$ cat config.mk
export PLATFORM = sky130hd
export DESIGN_NAME = hktu_ctrl
export DESIGN_NICKNAME = d
export VERILOG_FILES = /design/src/rtl/core/hktu_pkg.sv /design/src/rtl/core/hktu_ctrl.sv
export SDC_FILE = /design/constraint.sdc
export NUM_CORES = 1
export LEC_CHECK = 0
export ABC_CLOCK_PERIOD_IN_PS = 800
export BUFFER_PORTS_ARGS = -buffer_cell sky130_fd_sc_hd__clkbuf_2
export CAP_MARGIN = 20
export CORE_AREA = 2 2 39 41
export CTS_CLUSTER_DIAMETER = 40
export CTS_CLUSTER_SIZE = 24
export DETAILED_ROUTE_END_ITERATION = 8
export DIE_AREA = 0 0 41 43
export MAX_ROUTING_LAYER = met4
export PLACE_DENSITY_LB_ADDON = 0.2
export SKIP_LAST_GASP = 1
export SLEW_MARGIN = 20
export SYNTH_ARGS = -nofsm -noshare
export SYNTH_HDL_FRONTEND = slang
export SYNTH_SLANG_ARGS = --single-unit
$ cat constraint.sdc
create_clock -name clk_i -period 0.8 [get_ports clk_i]
set_input_delay 0.12 -clock clk_i [delete_from_list [all_inputs] [get_ports clk_i]]
set_output_delay 0.12 -clock clk_i [all_outputs]
set_load 0.02 [all_outputs]
$ cat src/rtl/core/hktu_pkg.sv
package hktu_pkg;

  localparam int PLY_COUNT = 64;
  localparam int PLY_AW = $clog2(PLY_COUNT);

  localparam int HIST_DEPTH = 4096;
  localparam int HIST_AW = $clog2(HIST_DEPTH);

  localparam int MOVE_W = 16;
  localparam int SQ_W = 6;
  localparam int PLY_W = 6;
  localparam int DEPTH_W = 7;
  localparam int CFG_W = 15;
  localparam int CFG_IDX_W = 1;
  localparam int SCORE_W = 16;

  localparam int HIST_LIMIT = 16384;
  localparam int HIST_SHIFT = 14;
  localparam int BONUS_PER_DEPTH_RST = 300;
  localparam int BONUS_CAP_RST = 2100;
  localparam int FULL_UPDATE_DEPTH = 2;

  typedef enum logic {
    OP_CUTOFF  = 1'b0,
    OP_PENALTY = 1'b1
  } op_e;

  typedef enum logic [CFG_IDX_W-1:0] {
    REG_BONUS_PER_DEPTH = 1'b0,
    REG_BONUS_CAP       = 1'b1
  } reg_e;

  typedef struct packed {
    logic clear;
    logic load;
    logic exec;
  } cmd_t;

  typedef struct packed {
    logic clear_last;
  } sts_t;

endpackage

$ cat src/rtl/core/hktu_ctrl.sv
module hktu_ctrl (
  input  logic              clk_i,
  input  logic              rst_ni,
  input  logic              in_valid_i,
  output logic              in_stall_o,
  output logic              out_valid_o,
  input  logic              out_stall_i,
  input  hktu_pkg::sts_t    sts_i,
  output hktu_pkg::cmd_t    cmd_o
);
  import hktu_pkg::*;

  typedef enum logic [1:0] {
    S_CLEAR,
    S_IDLE,
    S_EXEC
  } state_e;

  state_e state_q, state_d;
  logic   out_valid_q, out_valid_d;
  cmd_t   cmd;

  always_comb begin
    cmd.clear = (state_q == S_CLEAR);
    cmd.load  = (state_q == S_IDLE) && in_valid_i;
    cmd.exec  = (state_q == S_EXEC) && !(out_valid_q && out_stall_i);
  end

  always_comb begin
    state_d = state_q;
    case (state_q)
      S_CLEAR: begin
        if (sts_i.clear_last) begin
          state_d = S_IDLE;
        end
      end
      S_IDLE: begin
        if (cmd.load) begin
          state_d = S_EXEC;
        end
      end
      S_EXEC: begin
        if (cmd.exec) begin
          state_d = S_IDLE;
        end
      end
      default: begin
        state_d = S_CLEAR;
      end
    endcase
  end

  always_comb begin
    if (cmd.exec) begin
      out_valid_d = 1'b1;
    end else begin
      out_valid_d = out_valid_q && out_stall_i;
    end
  end

  always_ff @(posedge clk_i or negedge rst_ni) begin
    if (!rst_ni) begin
      state_q     <= S_CLEAR;
      out_valid_q <= 1'b0;
    end else begin
      state_q     <= state_d;
      out_valid_q <= out_valid_d;
    end
  end

  assign in_stall_o  = (state_q != S_IDLE);
  assign out_valid_o = out_valid_q;
  assign cmd_o       = cmd;

`ifndef NO_ASSERTIONS
  a_cmd_onehot: assert property (@(posedge clk_i) disable iff (!rst_ni)
    $onehot0({cmd.clear, cmd.load, cmd.exec}))
    else $error("Controller issued more than one command.");

  a_no_overwrite: assert property (@(posedge clk_i) disable iff (!rst_ni)
    cmd.exec |-> !(out_valid_q && out_stall_i))
    else $error("Result register loaded while a stalled beat waits.");

  a_load_then_exec: assert property (@(posedge clk_i) disable iff (!rst_ni)
    cmd.load |=> (state_q == S_EXEC) && in_stall_o)
    else $error("Accepted item did not enter execution.");

  a_no_load_in_clear: assert property (@(posedge clk_i) disable iff (!rst_ni)
    cmd.clear |-> !cmd.load && in_stall_o)
    else $error("Item accepted during the history clearing pass.");
`endif

endmodule

==> qor.log, run 1 <==
[worst_setup_path] gate family responsible for the most delay along the worst path flip-flops
[timing] final slew viol count 0
[final_layout] ratio of cells with drive above 1 in the final layout 76.92%
[drt] met3 routed WL 25 um
[yosys] Yosys cell types 10
[worst_setup_path] CP Launch Type flip-flop
[place] buffers added on ports 9
[worst_setup_path] CP bufs+invs 2
[power_and_ir_drop] Worst IR Drop VDD 1.368 mV
[drt] Avg Vias per Cell 3.491
[global_route] total routing usage reported by global routing 7.637%
[floorplanning] number of placement rows 14
[yosys] Main synth FF type dfrtp_1
[yosys] Yosys top cell area share 51.28%
[yosys] Post-synth EDFFs 0
[clock_tree] CTS tree yes
[yosys] cells after synthesis 14
[status] run status finished, violations left
[job] Max-cap violations 0
[yosys] Synth area leaders dfrtp_1 (51%), nand2b_4 (9.4%), mux2i_1 (6.8%), a21oi_2 (6.0%), nand2_1 (5.1%)
[drt] drt drc 0
[timing] total of endpoints with negative setup slack in the final report 8
[worst_setup_path] worst-path cell chain buf_6 > nand2b_4 > a21oi_4 > buf_8
[place] Routability Congestion 0.5581
[yosys] syn nets 19
[drt] Iter 0 DRT Violations 2
[timing] fraction of the cycle the final worst path needs 147.0%
[power_and_ir_drop] overall power of the completed layout 1.823 mW
[yosys] commonest cells in the synthesized netlist dfrtp_1 (3), nand2_1 (2), nor2_1 (2)
[timing] relative slew slack 83.39%
[status] failing checks setup timing
[timing] Worst Tran Pin Value 0.2423 ns
[timing] Hold Vio Cnt, Final 0
[yosys] Yosys top cell by area dfrtp_1
[timing] setup TNS -2.500 ns
[drt] antenna viol nets, final 0
[drt] met2 wirelength from detailed routing 285 um
[floorplanning] Initial Utilization 10.58%
[floorplanning] Die Width 41 um
[final_layout] number of nets in the finished design 45
[global_route] remaining global-route overflow 0
[worst_hold_path] type of the most critical hold path in2reg
[power_and_ir_drop] power density of the placed cells 4127 nW/um2
[worst_setup_path] critical path data required time 0.68 ns
[global_route] pin count of the biggest net entering global routing 4
[clock_tree] Max clock buf depth 2
[timing] shortest clock period the worst path allows after layout 1.176 ns
[yosys] share of synthesized registers carrying an async set or reset 100.0%
[drt] top layer reached by signal wires met3
[worst_setup_path] data arrival at the endpoint of the critical path 1.06 ns
[yosys] post-synthesis cell area 146.4 um2
[yosys] Yosys reg bits 3
[worst_setup_path] biggest cell delay along the critical path 0.39 ns
[timing] highest clock rate 850.4 MHz
[clock_tree] clock latency on the worst-skew pair 0.23 ns
[drt] TritonRoute pass-1 iters 2
[yosys] most frequent cell after synthesis dfrtp_1
[floorplanning] die span in y 43 um
[timing] setup repair after global routing missed its margin yes
[timing] setup ws final -0.3759 ns
[worst_setup_path] start-to-end type of the worst setup path reg2out
[worst_setup_path] kind of end point of the critical path primary output
[drt] met1 wire length 214 um
[global_route] global-route wire length before repair 814 um
[floorplanning] Core ar. 1384 um2
[yosys] average footprint of a synthesized cell 10.46 um2
[worst_setup_path] Crit Path Max Fanout 3
[drt] final WL 525 um
[clock_tree] Inserted Clock Buffers 3
[clock_tree] master cell of the clock root buffer clkbuf_4
[power_and_ir_drop] standby leakage power 0.2172 nW
[yosys] proportion of synthesized chip area in sequential cells 51.28%
[clock_tree] Sinks on Clock Net 3
[floorplanning] total die area 1763 um2
[drt] detailed-route wire length per cell 9.545 um
[drt] Vias 192
[floorplanning] IO Pins 10
[final_layout] area added between synthesis and finish 201.7%
[final_layout] Ant. Diodes 0
[global_route] number of antenna violations at the first check in global routing 0
[clock_tree] maximum level of the CTS H-tree 1
[clock_tree] clock transition at the register clock pins on the worst setup and hold paths after CTS 0.04 ns
[final_layout] filler cell count 146
[yosys] number of warnings issued by yosys 0
[timing] Clock Skews 0.001144 ns
[timing] Fin Hold WS 0.1917 ns
[worst_setup_path] highest-delay cell along the critical path dfrtp_1
[global_route] via count of the first global-routing pass 203
-- power breakdown --
| group | switching, mW | internal, mW | leakage (nW) |
|---|---|---|---|
| Combinational | 0.496 | 0.769 | 0.164 |
| Sequential | 0.0772 | 0.220 | 0.0382 |
| Clock | 0.0745 | 0.187 | 0.0150 |
| Total | 0.648 | 1.17 | 0.217 |
-- worst paths after layout --
path / start / end / slack, ns / cells after the start
hold / removal: out_stall_i / out_valid_o$_DFF_PN0_ / 0.19 / 3
min in group asynchronous: rst_ni / out_valid_o$_DFF_PN0_ / 0.22 / 2
hold reg to reg: state_q[1]$_DFFE_PN0P_ / state_q[0]$_DFFE_PN0P_ / 0.66 / 2
setup reg to reg: state_q[1]$_DFFE_PN0P_ / state_q[0]$_DFFE_PN0P_ / -0.37 / 6
max in group asynchronous: rst_ni / state_q[0]$_DFFE_PN0P_ / 0.47 / 2
setup / recovery: state_q[1]$_DFFE_PN0P_ / cmd_o[0] / -0.38 / 4
-- cell usage in the layout, fill, tap and decap left out --
| cell | instances |
|---|---|
| a21oi_4 | 1 |
| buf_4 | 7 |
| buf_6 | 4 |
| buf_8 | 4 |
| clkbuf_1 | 1 |
| clkbuf_2 | 4 |
| clkbuf_4 | 3 |
| clkbuf_8 | 1 |
| dfrtp_1 | 3 |
| dlygate4sd3_1 | 1 |
| inv_1 | 1 |
| mux2i_1 | 1 |
| nand2_1 | 2 |
| nand2b_4 | 2 |
| nor2_4 | 2 |
| o21bai_4 | 1 |
| o22ai_2 | 1 |
-- cell type report --
class                           count  area, um2  area share, %
Timing Repair Buffer               21      201.4          45.61
Multi-Input combinational cell     10      115.1          26.06
Sequential cell                     3      75.07          17.00
Clock buffer                        4      26.28          5.949
Tap cell                           16      20.02          4.533
Inverter                            1      3.754         0.8499
-- layer usage --
| layer | vias up | GRT usage [%] |
|---|---|---|
| li1 | 96 | - |
| met1 | 90 | 7.143 |
| met2 | 6 | 10.63 |
| met3 | 0 | 4.712 |
| met4 | 0 | 6.000 |
| met5 | - | - |
-- registers in the layout, summed over array words and instances, names as in the netlist --
name / count
out_valid_o: 1
state_q: 2
-- per-stage QoR --
stage,area [um2],worst slack [ns],std cells,util [%]
floorplan,163.9,-0.1635,14,-
global placement,274.0,-0.1435,45,19.80
detailed placement,274.0,-0.1625,45,19.80
CTS,410.4,-0.3855,52,29.66
global route,441.7,-0.4359,55,31.92
finish,441.7,-0.3759,55,31.92
-- worst reg2reg max path, delay by kind of cell (launching register included) --
kind | cells | cell delay (ns)
flops | 1 | 0.40
buf+inv | 3 | 0.39
compound gates | 2 | 0.20
simple gates | 1 | 0.07
-- repair_timing --
item	4_1_cts	5_1_grt
hold buffers	1	0
endpoints found under the setup margin	8	8
pin swaps	1	1
hold endpoints to repair	3	0
buffers inserted	2	3
resized for setup	17	5
-- cells by family (layout without fill, tap and decap cells) --
family	Yosys count	after routing	share of synthesized area, %
AND/OR/NAND/NOR	6	6	23.94
flip-flops	3	3	51.28
multiplexers	1	1	6.838
buffers and inverters	1	26	2.562
AO/OA/AOI/OAI	3	3	15.39
Power figures use the tool's default switching activity.
==> run 2, diff against run 1 <==
==> constraint.sdc (replaced) <==
create_clock -name clk_i -period 0.8 [get_ports clk_i]
set_input_delay 0.12 -clock clk_i [delete_from_list [all_inputs] [get_ports clk_i]]
set_output_delay 0.12 -clock clk_i [all_outputs]
set_load 0.01 [all_outputs]
==> qor.log, run 2 (synthesized netlist as in run 1, its figures left out) <==
[status] run status finished, violations left [unchanged]
[status] failing checks setup timing [unchanged]
[worst_setup_path] CP Launch Type flip-flop [unchanged]
[floorplanning] Die Width 41 um [unchanged]
[clock_tree] master cell of the clock root buffer clkbuf_4 [unchanged]
[global_route] total routing usage reported by global routing 6.392% [was 7.637%]
[global_route] via count of the first global-routing pass 184 [was 203]
[final_layout] area added between synthesis and finish 146.2% [was 201.7%]
[final_layout] most common cell after layout, fill and taps aside buf_4 [unchanged]
[global_route] remaining global-route overflow 0 [unchanged]
[worst_setup_path] cell depth of the worst flop-to-flop path 5 [was 6]
[clock_tree] maximum level of the CTS H-tree 1 [unchanged]
[timing] setup TNS -2.015 ns [was -2.500 ns]
[drt] detailed-route wire length per cell 8.500 um [was 9.545 um]
[worst_setup_path] kind of end point of the critical path primary output [unchanged]
[final_layout] max FFs per register 2 [unchanged]
[place] buffers added on ports 9 [unchanged]
[drt] drt drc 0 [unchanged]
[worst_setup_path] Crit Path Max Fanout 3 [unchanged]
[floorplanning] IO Pins 10 [unchanged]
[worst_hold_path] depth of the worst hold-timing path 3 [unchanged]
[worst_setup_path] critical path data required time 0.68 ns [about the same]
[timing] total of endpoints with negative setup slack in the final report 8 [unchanged]
[floorplanning] total die area 1763 um2 [unchanged]
[floorplanning] Initial Utilization 10.58% [unchanged]
[final_layout] number of nets in the finished design 42 [was 45]
[final_layout] commonest non-fill, non-tap cells in the layout buf_4 (6), buf_6 (5), clkbuf_2 (4), clkbuf_4 (3), dfrtp_1 (3) [was buf_4 (7), clkbuf_2 (4), buf_8 (4), buf_6 (4)]
[clock_tree] Inserted Clock Buffers 3 [unchanged]
[job] Max-cap violations 0 [unchanged]
[drt] antenna viol nets, final 0 [unchanged]
[power_and_ir_drop] overall power of the completed layout 1.386 mW [was 1.823 mW]
[clock_tree] clock latency on the worst-skew pair 0.23 ns [about the same]
[power_and_ir_drop] standby leakage power 0.1839 nW [was 0.2172 nW]
[global_route] global-route wire length before repair 655 um [was 814 um]
[timing] Clock Skews 0.001809 ns [was 0.001144 ns]
[clock_tree] Sinks on Clock Net 3 [unchanged]
[timing] Worst Tran Pin Value 0.1800 ns [was 0.2423 ns]
[drt] Iter 0 DRT Violations 1 [was 2]
[timing] highest clock rate 877.4 MHz [was 850.4 MHz]
[final_layout] ratio of cells with drive above 1 in the final layout 72.22% [was 76.92%]
[timing] setup repair after global routing missed its margin yes [unchanged]
[worst_setup_path] data arrival at the endpoint of the critical path 1.02 ns [was 1.06 ns]
[floorplanning] number of placement rows 14 [unchanged]
[timing] fraction of the cycle the final worst path needs 142.5% [was 147.0%]
[final_layout] filler cell count 151 [was 146]
[worst_hold_path] type of the most critical hold path in2reg [unchanged]
[floorplanning] die span in y 43 um [unchanged]
[final_layout] register with the most flip-flops state_q [unchanged]
[clock_tree] CTS tree yes [unchanged]
[timing] shortest clock period the worst path allows after layout 1.140 ns [was 1.176 ns]
[timing] setup ws final -0.3397 ns [was -0.3759 ns]
[place] worst slack at placement -0.1502 ns [was -0.1625 ns]
[timing] final slew viol count 0 [unchanged]
[drt] Vias 189 [was 192]
[global_route] pin count of the biggest net entering global routing 5 [was 4]
[place] Routability Congestion 0.5635 [was 0.5581]
[drt] TritonRoute pass-1 iters 2 [unchanged]
[floorplanning] Core ar. 1384 um2 [unchanged]
[timing] relative slew slack 88.00% [was 83.39%]
[drt] final WL 442 um [was 525 um]
[power_and_ir_drop] Worst IR Drop VDD 0.7002 mV [was 1.368 mV]
[timing] Hold Vio Cnt, Final 0 [unchanged]
[clock_tree] clock transition at the register clock pins on the worst setup and hold paths after CTS 0.03 ns [was 0.04 ns]
[worst_setup_path] start-to-end type of the worst setup path reg2out [unchanged]
[global_route] number of antenna violations at the first check in global routing 0 [unchanged]
[power_and_ir_drop] power density of the placed cells 3846 nW/um2 [was 4127 nW/um2]
[final_layout] Ant. Diodes 0 [unchanged]
[clock_tree] Max clock buf depth 2 [unchanged]
[drt] Avg Vias per Cell 3.635 [was 3.491]
## run 2: changes by cell type in the layout (fill, tap and decap cells not counted), sizes merged
cell	previous run	this run
clkbuf	9	8
buf	15	13
## run 2: metrics by stage
step / util (%) / hold WS, ns / cell area [um2] / instances
after global placement: 16.55 / -0.07751 / 229.0 / 40
after global routing: 26.04 / 0.2034 / 360.3 / 52
after CTS: 22.88 / 0.1676 / 316.6 / 49
final: 26.04 / 0.1815 / 360.3 / 52
after floorplan: - / -0.1756 / 156.4 / 14
after detailed placement: 16.55 / -0.07548 / 229.0 / 40
## run 2: final cells by class
class / count / area (um2) / area share [%]
Timing Repair Buffer: 18 / 141.4 / 39.24
Tap cell: 16 / 20.02 / 5.556
Clock buffer: 4 / 26.28 / 7.292
Inverter: 1 / 3.754 / 1.042
Sequential cell: 3 / 75.07 / 20.83
Multi-Input combinational cell: 10 / 93.84 / 26.04
## run 2: path summary, 6_finish.rpt
path	from	to	slack, ns
max reg2reg	state_q[0]$_DFFE_PN0P_	state_q[1]$_DFFE_PN0P_	-0.32
min	sts_i	state_q[0]$_DFFE_PN0P_	0.18
min reg2reg	state_q[1]$_DFFE_PN0P_	state_q[0]$_DFFE_PN0P_	0.56
min in group asynchronous	rst_ni	out_valid_o$_DFF_PN0_	0.23
max in group asynchronous	rst_ni	state_q[1]$_DFFE_PN0P_	0.46
max	state_q[0]$_DFFE_PN0P_	cmd_o[0]	-0.34
## run 2: critical path: stages (launching register included)
cell      delay [ns]
dfrtp_1         0.38
nand2b_4        0.16
a21oi_4         0.13
buf_6           0.12
## run 2: what timing repair did
item                                    in CTS  in global routing
pin swaps                                    1                  1
endpoints found under the setup margin       7                  8
hold endpoints to repair                     3                  0
buffers inserted                             4                  3
hold buffers                                 1                  0
gates resized for setup                      4                  9
## run 2: report_power, final
group          switching, mW  total, mW  internal, mW
Sequential            0.0760      0.296         0.220
Clock                 0.0742      0.261         0.187
Combinational          0.302      0.829         0.527
## run 2: per-layer routing
metal  vias up  global-route usage, %  share of wire, %
met5         -                      -                 0
met1        88                  5.502                35
met4         0                  8.000                 0
met3         0                  3.141                13
met2        10                  8.438                52
li1         91                      -                 -
==> run 3, diff against run 2 <==
- RECOVER_POWER: not set -> 50
- TNS_END_PERCENT: not set -> 10
==> qor.log, run 3 (synthesized netlist as in run 1, its figures left out) <==
[final_layout] number of nets in the finished design 37 [was 42]
[floorplanning] IO Pins 10 [unchanged]
[worst_setup_path] start-to-end type of the worst setup path reg2out [unchanged]
[timing] setup ws final -0.3531 ns [was -0.3397 ns]
[final_layout] max FFs per register 2 [unchanged]
[global_route] total routing usage reported by global routing 6.082% [was 6.392%]
[power_and_ir_drop] standby leakage power 0.1498 nW [was 0.1839 nW]
[global_route] via count of the first global-routing pass 162 [was 184]
[worst_hold_path] depth of the worst hold-timing path 3 [unchanged]
[final_layout] register with the most flip-flops state_q [unchanged]
[final_layout] number of standard cells in the layout, taps in and fillers out 47 [was 52]
[power_and_ir_drop] fraction of power consumed by the clock network 23.5% [was 18.8%]
[worst_setup_path] biggest cell delay along the critical path 0.39 ns [was 0.38 ns]
[power_and_ir_drop] internal power 0.7157 mW [was 0.9338 mW]
[worst_hold_path] worst hold path endpoint out_valid_o$_DFF_PN0_ [was state_q[0]$_DFFE_PN0P_]
[timing] shortest clock period the worst path allows after layout 1.153 ns [was 1.140 ns]
[worst_setup_path] critical path data required time 0.68 ns [about the same]
[place] Routability Congestion 0.5635 [unchanged]
[worst_setup_path] kind of end point of the critical path primary output [unchanged]
[floorplanning] Initial Utilization 10.58% [unchanged]
[timing] highest clock rate 867.2 MHz [was 877.4 MHz]
[place] buffers added on ports 9 [unchanged]
[power_and_ir_drop] Switch Pwr 0.3976 mW [was 0.4522 mW]
[drt] Iter 0 DRT Violations 1 [unchanged]
[place] worst slack at placement -0.1502 ns [unchanged]
[clock_tree] clock latency on the worst-skew pair 0.23 ns [about the same]
[final_layout] ratio of cells with drive above 1 in the final layout 58.06% [was 72.22%]
[power_and_ir_drop] proportion of power drawn by flip-flops and latches 27.0% [was 21.3%]
[worst_setup_path] startpoint of the worst register-to-register path state_q[0]$_DFFE_PN0P_ [unchanged]
[global_route] global-route wire length before repair 600 um [was 655 um]
[timing] setup TNS -1.609 ns [was -2.015 ns]
[timing] relative slew slack 87.49% [was 88.00%]
[status] run status finished, violations left [unchanged]
[drt] drt drc 0 [unchanged]
[worst_setup_path] data arrival at the endpoint of the critical path 1.03 ns [was 1.02 ns]
[worst_setup_path] Crit Path Max Fanout 3 [unchanged]
[worst_setup_path] highest-delay cell along the critical path dfrtp_1 [unchanged]
[floorplanning] Core ar. 1384 um2 [unchanged]
[timing] Fin Hold WS 0.1754 ns [was 0.1815 ns]
[floorplanning] total die area 1763 um2 [unchanged]
[final_layout] Ant. Diodes 0 [unchanged]
[timing] total of endpoints with negative setup slack in the final report 8 [unchanged]
[floorplanning] Die Width 41 um [unchanged]
[timing] Clock Skews 0.001330 ns [was 0.001809 ns]
[global_route] pin count of the biggest net entering global routing 5 [unchanged]
[worst_setup_path] worst-path cell chain nand2b_4 > a21oi_4 > buf_6 [unchanged]
[drt] final WL 406 um [was 442 um]
[timing] fraction of the cycle the final worst path needs 144.1% [was 142.5%]
[job] Max-cap violations 0 [unchanged]
[worst_setup_path] gate family responsible for the most delay along the worst path flip-flops [unchanged]
[power_and_ir_drop] switching part of the total 35.71% [was 32.62%]
[clock_tree] clock transition at the register clock pins on the worst setup and hold paths after CTS 0.04 ns [was 0.03 ns]
[clock_tree] maximum level of the CTS H-tree 1 [unchanged]
[drt] Avg Vias per Cell 3.447 [was 3.635]
[power_and_ir_drop] power density of the placed cells 3802 nW/um2 [was 3846 nW/um2]
[drt] detailed-route wire length per cell 8.638 um [was 8.500 um]
[power_and_ir_drop] Worst IR Drop VDD 0.7527 mV [was 0.7002 mV]
[final_layout] area added between synthesis and finish 100.0% [was 146.2%]
[worst_setup_path] setup slack, reg-to-reg -0.13 ns [was -0.32 ns]
[timing] setup repair after global routing missed its margin yes [unchanged]
[clock_tree] Inserted Clock Buffers 3 [unchanged]
[timing] Worst Tran Pin Value 0.1876 ns [was 0.1800 ns]
[place] total placed cells including tap cells 40 [unchanged]
[worst_hold_path] type of the most critical hold path in2reg [unchanged]
[power_and_ir_drop] Combinational Power Share 49.5% [was 59.8%]
[timing] Hold Vio Cnt, Final 0 [unchanged]
[clock_tree] Sinks on Clock Net 3 [unchanged]
[floorplanning] die span in y 43 um [unchanged]
[drt] TritonRoute pass-1 iters 3 [was 2]
[clock_tree] master cell of the clock root buffer clkbuf_4 [unchanged]
[global_route] number of antenna violations at the first check in global routing 0 [unchanged]
[place] total cell area at the placement stage 229.0 um2 [unchanged]
[worst_hold_path] Hold Startpoint out_stall_i [was sts_i]
[worst_setup_path] endpoint of the worst register-to-register path state_q[1]$_DFFE_PN0P_ [unchanged]
[final_layout] total area of multi-input combinational cells 85.08 um2 [was 93.84 um2]
[final_layout] most common cell after layout, fill and taps aside clkbuf_2 [was buf_4]
[final_layout] post-route standard cell area excluding fillers 292.8 um2 [was 360.3 um2]
[worst_setup_path] cell depth of the worst flop-to-flop path 3 [was 5]
[final_layout] filler cell count 159 [was 151]
[drt] Vias 162 [was 189]
[clock_tree] CTS tree yes [unchanged]
[worst_setup_path] CP bufs+invs 1 [unchanged]
[timing] final slew viol count 0 [unchanged]
[status] failing checks setup timing [unchanged]
[worst_setup_path] CP Launch Type flip-flop [unchanged]
[drt] antenna viol nets, final 0 [unchanged]
[clock_tree] Max clock buf depth 2 [unchanged]
[floorplanning] number of placement rows 14 [unchanged]
[global_route] remaining global-route overflow 0 [unchanged]
[final_layout] commonest non-fill, non-tap cells in the layout clkbuf_2 (7), clkbuf_4 (3), dfrtp_1 (3), buf_4 (3) [was buf_4 (6), buf_6 (5), clkbuf_2 (4), clkbuf_4 (3), dfrtp_1 (3)]
[final_layout] FF/Latch Area 75.07 um2 [unchanged]
run 3: worst register-to-register path, cell delays in order (launching register included):
cell      delay [ns]
dfrtp_1         0.39
nand2b_4        0.16
buf_4           0.13
o22ai_1         0.15
run 3: routing by layer:
layer,track usage [%],up-vias,routed length [um]
met5,-,-,0
met3,3.141,0,52
met1,5.502,72,168
met2,7.500,10,185
li1,-,80,-
met4,8.000,0,0
run 3: worst max path at each step:
| stage | from | to | slack (ns) | depth (start not counted) |
|---|---|---|---|---|
| after floorplan | state_q[1]$_DFFE_PN0P_ | cmd_o[1] | -0.10 | 2 |
| after global placement | state_q[1]$_DFFE_PN0P_ | cmd_o[1] | -0.13 | 3 |
| after detailed placement | state_q[1]$_DFFE_PN0P_ | cmd_o[1] | -0.15 | 3 |
| after CTS | state_q[0]$_DFFE_PN0P_ | cmd_o[0] | -0.38 | 3 |
| after global routing | state_q[0]$_DFFE_PN0P_ | cmd_o[0] | -0.39 | 3 |
| final | state_q[0]$_DFFE_PN0P_ | cmd_o[0] | -0.35 | 3 |
run 3: stage by stage:
step	util, %	power, mW
final	21.16	1.113
after global routing	21.16	1.197
after CTS	20.80	1.114
after detailed placement	16.55	0.7348
after global placement	16.55	0.7362
after floorplan	-	0.5399
run 3: power groups by stage:
stage               sequential [mW]  combinational (mW)  clock, mW
floorplan                     0.309               0.231          0
global placement              0.294               0.442          0
detailed placement            0.298               0.437          0
CTS                           0.297               0.538      0.279
global route                  0.307               0.606      0.284
finish                        0.301               0.551      0.262
run 3: layout make-up:
cell class | instances | share of cell area [%]
multi-input cells | 10 | 29.06
repair buffers | 13 | 28.21
flip-flops and latches | 3 | 25.64
clock buffers | 4 | 8.974
well taps | 16 | 6.838
inverters | 1 | 1.282
run 3: repair_timing:
| item | in CTS | in global routing |
|---|---|---|
| setup endpoints to repair | 7 | 8 |
| buffers inserted | 2 | 0 |
| hold buffers | 1 | 0 |
| hold endpoints to repair | 3 | 0 |
| pin swaps | 0 | 0 |
| resized for setup | 1 | 2 |
| gates cloned | 0 | 0 |
